--- config.mk ---
export PLATFORM = sky130hd
export DESIGN_NAME = waste_mode_policy_fsm_top
export DESIGN_NICKNAME = d
export VERILOG_FILES = /design/src/rtl/wmp_pkg.sv /design/src/rtl/wmp_decide.sv /design/src/rtl/waste_mode_policy_fsm_top.sv
export SDC_FILE = /design/constraint.sdc
export NUM_CORES = 1
export LEC_CHECK = 0
export ABC_CLOCK_PERIOD_IN_PS = 7000
export BUFFER_PORTS_ARGS = -buffer_cell sky130_fd_sc_hd__clkbuf_2
export CORE_ASPECT_RATIO = 0.5
export CORE_MARGIN = 2
export CORE_UTILIZATION = 31
export DETAILED_ROUTE_END_ITERATION = 8
export GPL_ROUTABILITY_DRIVEN = 1
export HOLD_SLACK_MARGIN = 0.06
export PLACE_DENSITY = 0.57
export RECOVER_POWER = 50
export REMOVE_ABC_BUFFERS = 1
export SYNTH_ARGS = -nofsm -noshare
export SYNTH_HDL_FRONTEND = slang
export SYNTH_SLANG_ARGS = --single-unit
--- constraint.sdc ---
create_clock -name clock -period 7 [get_ports clock]
set_clock_uncertainty 0.15 [all_clocks]
set_input_delay 0.35 -clock clock [delete_from_list [all_inputs] [get_ports clock]]
set_output_delay 0.35 -clock clock [all_outputs]
set_load 0.03 [all_outputs]
--- src/rtl/wmp_pkg.sv ---
// Shared types, register indexes and helpers for the waste mode policy block.
package wmp_pkg;

   // Widths fixed by the interface
   localparam int LEVEL_W  = 16;
   localparam int CSR_W    = 16;
   localparam int CSR_IDX_W = 3;
   localparam int MODE_W   = 2;

   // Default width of the dwell and cooldown counters
   localparam int COUNT_BITS_DEFAULT = 16;

   // Register indexes on the configuration port
   localparam logic [CSR_IDX_W-1:0] CSR_MIN_DWELL      = 3'd0;
   localparam logic [CSR_IDX_W-1:0] CSR_SAFE_ENTER     = 3'd1;
   localparam logic [CSR_IDX_W-1:0] CSR_SAFE_EXIT      = 3'd2;
   localparam logic [CSR_IDX_W-1:0] CSR_RECOVERY_ENTER = 3'd3;
   localparam logic [CSR_IDX_W-1:0] CSR_RECOVERY_EXIT  = 3'd4;
   localparam logic [CSR_IDX_W-1:0] CSR_SAFE_COOLDOWN  = 3'd5;
   localparam logic [CSR_IDX_W-1:0] CSR_RECOVERY_HOLD  = 3'd6;

   // Encoded mode on the result channel
   localparam logic [MODE_W-1:0] MODE_CODE_AGGRESSIVE = 2'd0;
   localparam logic [MODE_W-1:0] MODE_CODE_SAFE       = 2'd1;
   localparam logic [MODE_W-1:0] MODE_CODE_RECOVERY   = 2'd2;

   // Policy mode, one-hot
   typedef enum logic [2:0] {
      MODE_AGGRESSIVE = 3'b001,
      MODE_SAFE       = 3'b010,
      MODE_RECOVERY   = 3'b100
   } mode_type;

   // Threshold and load registers
   typedef struct packed {
      logic [CSR_W-1:0] min_dwell;
      logic [CSR_W-1:0] safe_enter;
      logic [CSR_W-1:0] safe_exit;
      logic [CSR_W-1:0] recovery_enter;
      logic [CSR_W-1:0] recovery_exit;
      logic [CSR_W-1:0] safe_cooldown_load;
      logic [CSR_W-1:0] recovery_hold_load;
   } cfg_type;

   // Override flags of one transaction
   typedef struct packed {
      logic force_safe;
      logic force_recovery;
   } force_type;

   // Map the one-hot mode to its result code
   function automatic logic [MODE_W-1:0] mode_code(input mode_type mode);
      logic [MODE_W-1:0] code;
      unique case (mode)
         MODE_AGGRESSIVE: code = MODE_CODE_AGGRESSIVE;
         MODE_SAFE:       code = MODE_CODE_SAFE;
         default:         code = MODE_CODE_RECOVERY;
      endcase
      return code;
   endfunction

endpackage

--- src/rtl/wmp_decide.sv ---
// Next-state logic of the policy machine: cooldowns, hysteresis, dwell and overrides.
module wmp_decide #(
   parameter int COUNT_BITS = wmp_pkg::COUNT_BITS_DEFAULT
) (
   input  wmp_pkg::cfg_type                  cfg,
   input  logic [wmp_pkg::LEVEL_W-1:0]       waste_level,
   input  logic [wmp_pkg::LEVEL_W-1:0]       pending_waste_level,
   input  wmp_pkg::force_type                force_flags,
   input  wmp_pkg::mode_type                 mode,
   input  logic [COUNT_BITS-1:0]             dwell_count,
   input  logic [COUNT_BITS-1:0]             safe_cooldown,
   input  logic [COUNT_BITS-1:0]             recovery_cooldown,
   output wmp_pkg::mode_type                 mode_next,
   output logic [COUNT_BITS-1:0]             dwell_count_next,
   output logic [COUNT_BITS-1:0]             safe_cooldown_next,
   output logic [COUNT_BITS-1:0]             recovery_cooldown_next
);
   import wmp_pkg::*;

   // Common width for comparing counters against 16-bit registers
   localparam int CMP_W = (COUNT_BITS > CSR_W) ? COUNT_BITS : CSR_W;
   localparam logic [COUNT_BITS-1:0] COUNT_MAX = {COUNT_BITS{1'b1}};
   localparam logic [CMP_W-1:0] COUNT_MAX_W = CMP_W'(COUNT_MAX);

   logic [LEVEL_W-1:0]    metric;
   logic [COUNT_BITS-1:0] safe_cd_dec;
   logic [COUNT_BITS-1:0] rec_cd_dec;
   logic [CMP_W-1:0]      safe_load_w;
   logic [CMP_W-1:0]      rec_load_w;
   logic [COUNT_BITS-1:0] safe_load;
   logic [COUNT_BITS-1:0] rec_load;
   logic                  may_move;
   mode_type              mode_want;

   // Take the larger of the two levels as the metric
   assign metric = (waste_level >= pending_waste_level) ? waste_level : pending_waste_level;

   // Count both cooldowns down, stopping at zero
   assign safe_cd_dec = (safe_cooldown == '0) ? '0 : safe_cooldown - COUNT_BITS'(1);
   assign rec_cd_dec  = (recovery_cooldown == '0) ? '0 : recovery_cooldown - COUNT_BITS'(1);

   // Clamp the cooldown loads to the counter width
   assign safe_load_w = CMP_W'(cfg.safe_cooldown_load);
   assign rec_load_w  = CMP_W'(cfg.recovery_hold_load);
   assign safe_load   = (safe_load_w > COUNT_MAX_W) ? COUNT_MAX : safe_load_w[COUNT_BITS-1:0];
   assign rec_load    = (rec_load_w > COUNT_MAX_W) ? COUNT_MAX : rec_load_w[COUNT_BITS-1:0];

   // Overrides bypass the minimum dwell
   assign may_move = force_flags.force_safe | force_flags.force_recovery |
                     (CMP_W'(dwell_count) >= CMP_W'(cfg.min_dwell));

   // Pick the wanted mode: recovery override first, then safe override, then hysteresis
   always_comb begin
      mode_want = mode;
      priority if (force_flags.force_recovery) begin
         mode_want = MODE_RECOVERY;
      end else if (force_flags.force_safe) begin
         mode_want = MODE_SAFE;
      end else begin
         unique case (mode)
            MODE_AGGRESSIVE: begin
               if (metric >= cfg.safe_enter) mode_want = MODE_SAFE;
            end
            MODE_SAFE: begin
               priority if (metric >= cfg.recovery_enter) begin
                  mode_want = MODE_RECOVERY;
               end else if (metric <= cfg.safe_exit && safe_cd_dec == '0) begin
                  mode_want = MODE_AGGRESSIVE;
               end else begin
                  mode_want = mode;
               end
            end
            default: begin
               if (metric <= cfg.recovery_exit && rec_cd_dec == '0) mode_want = MODE_SAFE;
            end
         endcase
      end
   end

   // Apply the dwell gate, restart the dwell on a change and load the new cooldown
   always_comb begin
      mode_next              = may_move ? mode_want : mode;
      safe_cooldown_next     = safe_cd_dec;
      recovery_cooldown_next = rec_cd_dec;
      if (mode_next != mode) begin
         dwell_count_next = COUNT_BITS'(1);
         if (mode_next == MODE_SAFE) safe_cooldown_next = safe_load;
         if (mode_next == MODE_RECOVERY) recovery_cooldown_next = rec_load;
      end else if (dwell_count != COUNT_MAX) begin
         dwell_count_next = dwell_count + COUNT_BITS'(1);
      end else begin
         dwell_count_next = dwell_count;
      end
   end

endmodule

--- src/rtl/waste_mode_policy_fsm_top.sv ---
// Top level of the waste mode policy machine: channels, state and result register.
//
//   channel | direction | handshake            | payload
//   req     | in        | req_valid/req_ready  | waste levels, force flags
//   rsp     | out       | rsp_valid/rsp_ready  | rsp_mode_out
//   csr     | in        | csr_write_en         | csr_index, csr_wdata
//
// One transaction per cycle while rsp_ready is high; results appear the cycle after acceptance.
// The decision is one level of compares and counter updates into the state and result registers.
// req_ready is high when the result register is empty or its result leaves in the same cycle.
// Reset returns the mode to aggressive and clears the counters, settings and rsp_valid.
module waste_mode_policy_fsm_top #(
   parameter int COUNT_BITS = wmp_pkg::COUNT_BITS_DEFAULT
) (
   input  logic                               clock,
   input  logic                               reset,
   input  logic                               req_valid,
   output logic                               req_ready,
   input  logic [wmp_pkg::LEVEL_W-1:0]        req_waste_level,
   input  logic [wmp_pkg::LEVEL_W-1:0]        req_pending_waste_level,
   input  logic                               req_force_safe,
   input  logic                               req_force_recovery,
   output logic                               rsp_valid,
   input  logic                               rsp_ready,
   output logic [wmp_pkg::MODE_W-1:0]         rsp_mode_out,
   input  logic                               csr_write_en,
   input  logic [wmp_pkg::CSR_IDX_W-1:0]      csr_index,
   input  logic [wmp_pkg::CSR_W-1:0]          csr_wdata
);
   import wmp_pkg::*;

   cfg_type               cfg_ff;
   mode_type              mode_ff;
   mode_type              mode_in;
   logic [COUNT_BITS-1:0] dwell_ff;
   logic [COUNT_BITS-1:0] dwell_in;
   logic [COUNT_BITS-1:0] safe_cd_ff;
   logic [COUNT_BITS-1:0] safe_cd_in;
   logic [COUNT_BITS-1:0] rec_cd_ff;
   logic [COUNT_BITS-1:0] rec_cd_in;
   logic                  rsp_valid_ff;
   logic [MODE_W-1:0]     rsp_mode_ff;
   logic                  req_fire;
   force_type             force_flags;

   assign req_ready   = ~rsp_valid_ff | rsp_ready;
   assign req_fire    = req_valid & req_ready;
   assign rsp_valid   = rsp_valid_ff;
   assign rsp_mode_out = rsp_mode_ff;
   assign force_flags = '{force_safe: req_force_safe, force_recovery: req_force_recovery};

   // Write configuration registers
   always_ff @(posedge clock) begin
      if (reset) begin
         cfg_ff <= '0;
      end else if (csr_write_en) begin
         unique case (csr_index)
            CSR_MIN_DWELL:      cfg_ff.min_dwell          <= csr_wdata;
            CSR_SAFE_ENTER:     cfg_ff.safe_enter         <= csr_wdata;
            CSR_SAFE_EXIT:      cfg_ff.safe_exit          <= csr_wdata;
            CSR_RECOVERY_ENTER: cfg_ff.recovery_enter     <= csr_wdata;
            CSR_RECOVERY_EXIT:  cfg_ff.recovery_exit      <= csr_wdata;
            CSR_SAFE_COOLDOWN:  cfg_ff.safe_cooldown_load <= csr_wdata;
            CSR_RECOVERY_HOLD:  cfg_ff.recovery_hold_load <= csr_wdata;
            default:            cfg_ff <= cfg_ff;
         endcase
      end
   end

   wmp_decide #(
      .COUNT_BITS (COUNT_BITS)
   ) u_decide (
      .cfg                    (cfg_ff),
      .waste_level            (req_waste_level),
      .pending_waste_level    (req_pending_waste_level),
      .force_flags            (force_flags),
      .mode                   (mode_ff),
      .dwell_count            (dwell_ff),
      .safe_cooldown          (safe_cd_ff),
      .recovery_cooldown      (rec_cd_ff),
      .mode_next              (mode_in),
      .dwell_count_next       (dwell_in),
      .safe_cooldown_next     (safe_cd_in),
      .recovery_cooldown_next (rec_cd_in)
   );

   // Advance the policy state on each accepted transaction
   always_ff @(posedge clock) begin
      if (reset) begin
         mode_ff    <= MODE_AGGRESSIVE;
         dwell_ff   <= '0;
         safe_cd_ff <= '0;
         rec_cd_ff  <= '0;
      end else if (req_fire) begin
         mode_ff    <= mode_in;
         dwell_ff   <= dwell_in;
         safe_cd_ff <= safe_cd_in;
         rec_cd_ff  <= rec_cd_in;
      end
   end

   // Hold the result until taken
   always_ff @(posedge clock) begin
      if (reset) begin
         rsp_valid_ff <= 1'b0;
      end else if (req_fire) begin
         rsp_valid_ff <= 1'b1;
      end else if (rsp_ready) begin
         rsp_valid_ff <= 1'b0;
      end
   end

   always_ff @(posedge clock) begin
      if (req_fire) begin
         rsp_mode_ff <= mode_code(mode_in);
      end
   end

`ifndef SYNTH
   a_no_accept_when_full: assert property (@(posedge clock) disable iff (reset)
      rsp_valid_ff && !rsp_ready |-> !req_ready)
      else $error("request taken while result register is stalled");

   a_force_recovery_wins: assert property (@(posedge clock) disable iff (reset)
      req_fire && req_force_recovery |=> rsp_mode_out == MODE_CODE_RECOVERY)
      else $error("recovery override did not select recovery");

   a_change_restarts_dwell: assert property (@(posedge clock) disable iff (reset)
      req_fire && mode_in != mode_ff |=> dwell_ff == COUNT_BITS'(1))
      else $error("mode change did not restart the dwell count");

   a_idle_holds_state: assert property (@(posedge clock) disable iff (reset)
      !req_fire |=> $stable(mode_ff) && $stable(dwell_ff) && $stable(safe_cd_ff))
      else $error("policy state moved without a transaction");
`endif

endmodule

======== After elaboration in Yosys (flattened, before gate mapping) ========
Cells that the tools add are included.
word-level totals
  register bits ........................... 166
  input bits .............................. 58
  output and inout port bits .............. 4
  word-level logic and storage cells ...... 81
operators by class
  $add $sub $neg .......................... 3
  magnitude comparators ................... 8
  eq/ne operators ......................... 13
  multiplexer cells ....................... 22
  bitwise operators ....................... 5
  reduce and logical (&&, ||, !) cells .... 17
operators with widths
  operator                                             count
  two-way mux 16 bit                                   11
  greater-or-equal comparator 16 bit                   4
  zero test 16 bit                                     4
  > comparator 16 bit, second input constant           2
  less-or-equal comparator 16 bit                      2
  subtractor 16 x 1 -> 16 bit, second input constant   2
  two-way mux 3 bit                                    7
  adder 16 x 1 -> 16 bit, second input constant        1
  inequality test 16 bit, second input constant        1
  AND reduction 2 bit                                  8
  equality test 3 x 2 -> 1 bit, second input constant  4
  equality test 3 bit, second input constant           4
  equality test 3 x 1 -> 1 bit, second input constant  3
  one-hot mux 3 bit (2 select lines)                   1
  one-hot mux 2 bit (2 select lines)                   1
  nonzero test 2 bit                                   2
  zero test 3 bit                                      1
  inequality test 3 bit                                1
  bitwise OR 1 bit                                     3
  logical AND 1 bit                                    2
  two-way mux 1 bit                                    2
  AND 1 bit                                            1
  inverter 1 bit                                       1

======== Logic depth before layout (Yosys ltp) ========
  word-level depth ........................ 13
  mapped depth ............................ 28
  depth with buffers taken out ............ 25

======== By module ========
A second synthesis with hierarchy kept.
unflattened totals
  cells, all modules ...................... 1,396
  area total of the unflattened synthesis .. 10,996.8 um^2
modules (own cells, without submodules)
  module                     instances  cells an instance  area an instance (um^2)  sequential area each (um^2)
  waste_mode_policy_fsm_top  1          744                6,314.8                  3,343.2
  wmp_decide                 1          652                4,682.0                  0.0

======== Least setup slack after synthesis ========
OpenSTA, ideal clock, no wires.
  kind .................................... input port to flip-flop
  start ................................... input req_waste_level[0] (netlist bit)
  end ..................................... register rec_cd_ff[14]
  setup time .............................. 0.117 ns
  arrival ................................. 5.843 ns
  data required time ...................... 6.733 ns
  setup slack ............................. 0.890 ns
  stages on the path ...................... 27
  buffers on the path ..................... 2
  cell sequence ........................... inv_1 ha_1 nand2b_1 a21o_1 a21o_1 a21o_1 a21o_1 a21o_1 a21o_1 a21o_1 a21oi_1 o31ai_1 clkbuf_1 mux2_2 ha_1 a21oi_1 o21ai_0 a221o_1 o31a_1 or4_4 nor2_1 o21ai_2 a31oi_4 a41o_4 buf_6 mux2_1 a32o_1
on the way
  cells in the longest elaborated chain, start to end .. 13
  elaborated cells on any way between the ends .. 20
  classes of those cells .................. order compare: 5; eq/ne: 2; mux: 11; reduce/logical: 2
ends and longest elaborated chain
  item                                    RTL line                         text
  start, declared                         waste_mode_policy_fsm_top.sv:19  input logic [wmp_pkg::LEVEL_W-1:0] req_waste_level,
  greater-or-equal comparator 16 bit      wmp_decide.sv:36                 assign metric = (waste_level >= pending_waste_level) ? waste_level : pending_waste_level;
  two-way mux 16 bit (*)                  wmp_decide.sv:36
  less-or-equal comparator 16 bit         wmp_decide.sv:67                 end else if (metric <= cfg.safe_exit && safe_cd_dec == '0) begin
  logical AND 1 bit                       wmp_decide.sv:67
  two-way mux 3 bit                       wmp_decide.sv:67
  two-way mux 3 bit                       wmp_decide.sv:65                 priority if (metric >= cfg.recovery_enter) begin
  one-hot mux 3 bit (2 select lines) (*)  wmp_decide.sv:60                 unique case (mode)
  two-way mux 3 bit (*)                   wmp_decide.sv:57                 end else if (force_flags.force_safe) begin
  two-way mux 3 bit (*)                   wmp_decide.sv:55                 priority if (force_flags.force_recovery) begin
  two-way mux 3 bit (*)                   wmp_decide.sv:82                 mode_next = may_move ? mode_want : mode;
  equality test 3 bit                     wmp_decide.sv:88                 if (mode_next == MODE_RECOVERY) recovery_cooldown_next = rec_load;
  two-way mux 16 bit                      wmp_decide.sv:88
  two-way mux 16 bit (*)                  wmp_decide.sv:85                 if (mode_next != mode) begin
  end signal, assigned                    waste_mode_policy_fsm_top.sv:98  rec_cd_ff <= rec_cd_in;
  end, declared                           waste_mode_policy_fsm_top.sv:39  logic [COUNT_BITS-1:0] rec_cd_ff;
Every way passes the cells marked *; elsewhere a longest branch is shown, timed or not.
A chain may end at the register's enable or synchronous reset.

======== Worst setup path after layout ========
  start ................................... input req_waste_level[0] (netlist bit)
  end ..................................... register rec_cd_ff[8]
The elaborated chain is that of the path after synthesis.

==> flow_metrics.env <==
export IMPL_hpwlAfterDp_um=21200
export IMPL_layout_common_cells="283 x nand2_1, 164 x a21oi_1, 164 x dfxtp_1, 114 x inv_1, 99 x ha_1"
export IMPL_netSwitchingPower_mw=0.882
export IMPL_via_per_inst=5.10
export IMPL_synthArstFlopShare=0
export IMPL_sequentialPowerShare=0.385
export IMPL_holdCritPathClass="in -> reg"
export IMPL_initial_core_util=0.317
export IMPL_hold_viol=0
export IMPL_post_route_min_period_ns=6.16
export IMPL_setup_slack_ns=0.835
export IMPL_drc=0
export IMPL_dp_slack_ns=0.555
export IMPL_htreeDepth=4
export IMPL_crit_path_frequent_cell="a21o_1"
export IMPL_status="finished, violations left"
export IMPL_ys_dominant_reg_cell="dfxtp_1"
export IMPL_yosysUniqueCellTypes=80
export IMPL_rsz0062_at_grt="no"
export IMPL_fillCellCount=3333
export IMPL_io_buffers=61
export IMPL_io_pin_count=62
export IMPL_grt_pass1_vias=8406
export IMPL_required_ns=7.01
export IMPL_p_leak_nw=4.29
export IMPL_p_sw_frac=0.324
export IMPL_syn_inst=1316
export IMPL_overflow=0
export IMPL_die_y_um=132
export IMPL_crit_buf_inv=7
export IMPL_die_w_um=259
export IMPL_relSlewSlack=-1.11
export IMPL_multi_input_area_mm2=0.00608
export IMPL_netlist_area_mm2=0.0101
export IMPL_clock_sinks=166
export IMPL_yosysWarnings=0
export IMPL_wl_per_cell_um=16.4
export IMPL_place_gp_congestion=0.864
export IMPL_combPwrFrac=0.244
export IMPL_clk_pin_slew_ns=0.07
export IMPL_ctsLongestPathBuffers=2
export IMPL_drt_iter0_drc=818
export IMPL_maxCapViolCount=4
export IMPL_max_freq_mhz=162
export IMPL_cts_resized=0
export IMPL_slowest_stage="a2111oi_0"
export IMPL_setup_viol=0
export IMPL_layout_commonest_cell="nand2_1"
export IMPL_core_region_area_mm2=0.0319
export IMPL_cts_tree="yes"
export IMPL_maxSlewViolCount=167
export IMPL_cp_end_kind="flip-flop"
export IMPL_antenna_found_initial=0
export IMPL_p_per_area_mw_per_mm2=237
export IMPL_final_core_util=0.361
export IMPL_crit_fanout=25
export IMPL_wl_um=29700
export IMPL_finalCritPeriodShare=0.881
export IMPL_diodes=0
export IMPL_grt_max_degree=67
export IMPL_insertion_delay_ns=0.45
export IMPL_path_class="in -> reg"
export IMPL_grt_first_pass_wirelength_um=47100
export IMPL_root_buffer="clkbuf_16"
export IMPL_ff_latch_area_mm2=0.00334
export IMPL_numCtsBuffers=17
export IMPL_hp_start="csr_wdata[12]"
export IMPL_cpPeakStageDelay_ns=0.41
export IMPL_num_vias=9221
export IMPL_ys_ff_latch=166
export IMPL_drive_gt1_frac=0.106
export IMPL_internal_power_mw=1.84
export IMPL_timing_rr_start="safe_cd_ff[0]"
export IMPL_worstMarginPinSlew_ns=3.16
export IMPL_syn_to_final_growth_pct=13.6
export IMPL_p_clk_frac=0.371
export IMPL_die_area_mm2=0.0342
export IMPL_avgSynthCellArea_um2=7.69
export IMPL_worst_path_dominant_cell_family="compound AO/OA/AOI/OAI gates"
export IMPL_critPathLaunch="req_waste_level[0]"
export IMPL_power_total_mw=2.72
export IMPL_startpoint_type="input port"
export IMPL_peakVddDrop_mv=0.153
export IMPL_timing_setup_tns_ns=0
export IMPL_ant_nets=0
export IMPL_num_nets_final=1519
export IMPL_yosysSeqAreaShare=0.330
export IMPL_dr_pass1_iters=6
export IMPL_cp_data_arrival_time_ns=6.18
export IMPL_row_count=46
export IMPL_violations="capacitance limit, slew limit"
export IMPL_holdWs_ns=0.168
export IMPL_track_usage=0.175
export IMPL_synth_edf_count=2
-- Yosys cell counts, types with 3 or more instances --
cell type,instances,area (µm²)
nand2_1,283,1060
a21oi_1,164,821
dfxtp_1,164,3280
inv_1,114,428
ha_1,99,1240
nor2_1,62,233
clkbuf_1,47,176
o21ai_0,36,180
nand3_1,29,145
a31oi_1,24,150
nand4_1,23,144
nor3_1,19,95.1
a21o_1,18,135
xor2_1,16,140
mux2_2,15,169
a211oi_1,11,82.6
mux2i_1,11,110
nand2b_1,11,68.8
nor4_1,11,68.8
o21ai_1,11,55.1
nor2b_1,10,62.6
or3_1,10,62.6
xnor2_1,9,78.8
o211ai_1,8,60.1
and2_1,7,43.8
and3_1,7,43.8
buf_6,6,67.6
a211o_1,4,35.0
a32o_1,4,40.0
buf_2,4,20.0
or4_1,4,30.0
a21boi_0,3,22.5
mux2_1,3,33.8
nor4b_1,3,26.3
o31a_1,3,26.3
o31ai_1,3,22.5
-- power groups by stage --
| stage | combinational (mW) | clock [mW] | sequential, mW |
|---|---|---|---|
| after floorplan | 0.453 | 0 | 1.05 |
| after global placement | 0.659 | 0 | 1.07 |
| after detailed placement | 0.655 | 0 | 1.07 |
| after CTS | 0.661 | 1.03 | 1.05 |
| after global routing | 0.745 | 1.07 | 1.06 |
| final | 0.664 | 1.01 | 1.05 |
-- routing by layer --
layer	share of wire	wire length, µm	global-route usage
met5	0	0	0
met4	0.019	551	0.0520
met3	0.048	1430	0.0309
met2	0.43	12800	0.261
met1	0.50	14900	0.256
-- registers in the layout (all words and copies together), names as in the netlist --
register and cells:
cfg_ff 112, dwell_ff 16, rec_cd_ff 16, safe_cd_ff 16, mode_ff 3, rsp_mode_out 2, rsp_valid 1
-- worst paths after layout --
path              cells after the start  slack, ns      endpoint
setup / recovery                     30       0.84  rec_cd_ff[8]
hold / removal                        3       0.17    cfg_ff[28]
setup reg to reg                     14       2.26  rec_cd_ff[8]
hold reg to reg                       2       0.31    cfg_ff[68]
-- area by class of cell --
cell class | instances | share of cell area
inverters | 115 | 0.0376
clock buffers | 19 | 0.0394
multi-input cells | 976 | 0.529
well taps | 432 | 0.0470
repair buffers | 86 | 0.0419
clock inverters | 13 | 0.0147
flip-flops and latches | 166 | 0.291
-- per-stage QoR --
| stage | instances | cell area (µm²) |
|---|---|---|
| finish | 1807 | 11500 |
| global route | 1807 | 11500 |
| CTS | 1807 | 11500 |
| detailed placement | 1773 | 10900 |
| global placement | 1773 | 10900 |
| floorplan | 1257 | 9850 |
-- cell families (layout without fill, tap and decap cells) --
| group | after synthesis | count (layout) | share of synthesized area |
|---|---|---|---|
| adder cells (fa/ha/maj) | 99 | 99 | 0.122 |
| XOR/XNOR | 25 | 25 | 0.0216 |
| AND/OR/NAND/NOR | 500 | 500 | 0.227 |
| buffers and inverters | 174 | 233 | 0.0695 |
| multiplexers | 29 | 29 | 0.0309 |
| flip-flops | 166 | 166 | 0.330 |
| AO/OA/AOI/OAI | 323 | 323 | 0.198 |
-- worst reg2reg max path, delay by kind of cell, from the launching register on --
kind                       cells  cell delay [ns]
buffers and inverters          3             0.39
and+or+nand+nor                3             1.38
adders and majority gates      1             0.28
DFF                            1             0.37
AOI/OAI and AO/OA              7             1.91
-- timing repair --
| action | in CTS | in global routing |
|---|---|---|
| setup buffers | 0 | 0 |
| hold buffers | 2 | 0 |
| hold endpoints to repair | 1 | 0 |
Power figures use the tool's default switching activity.
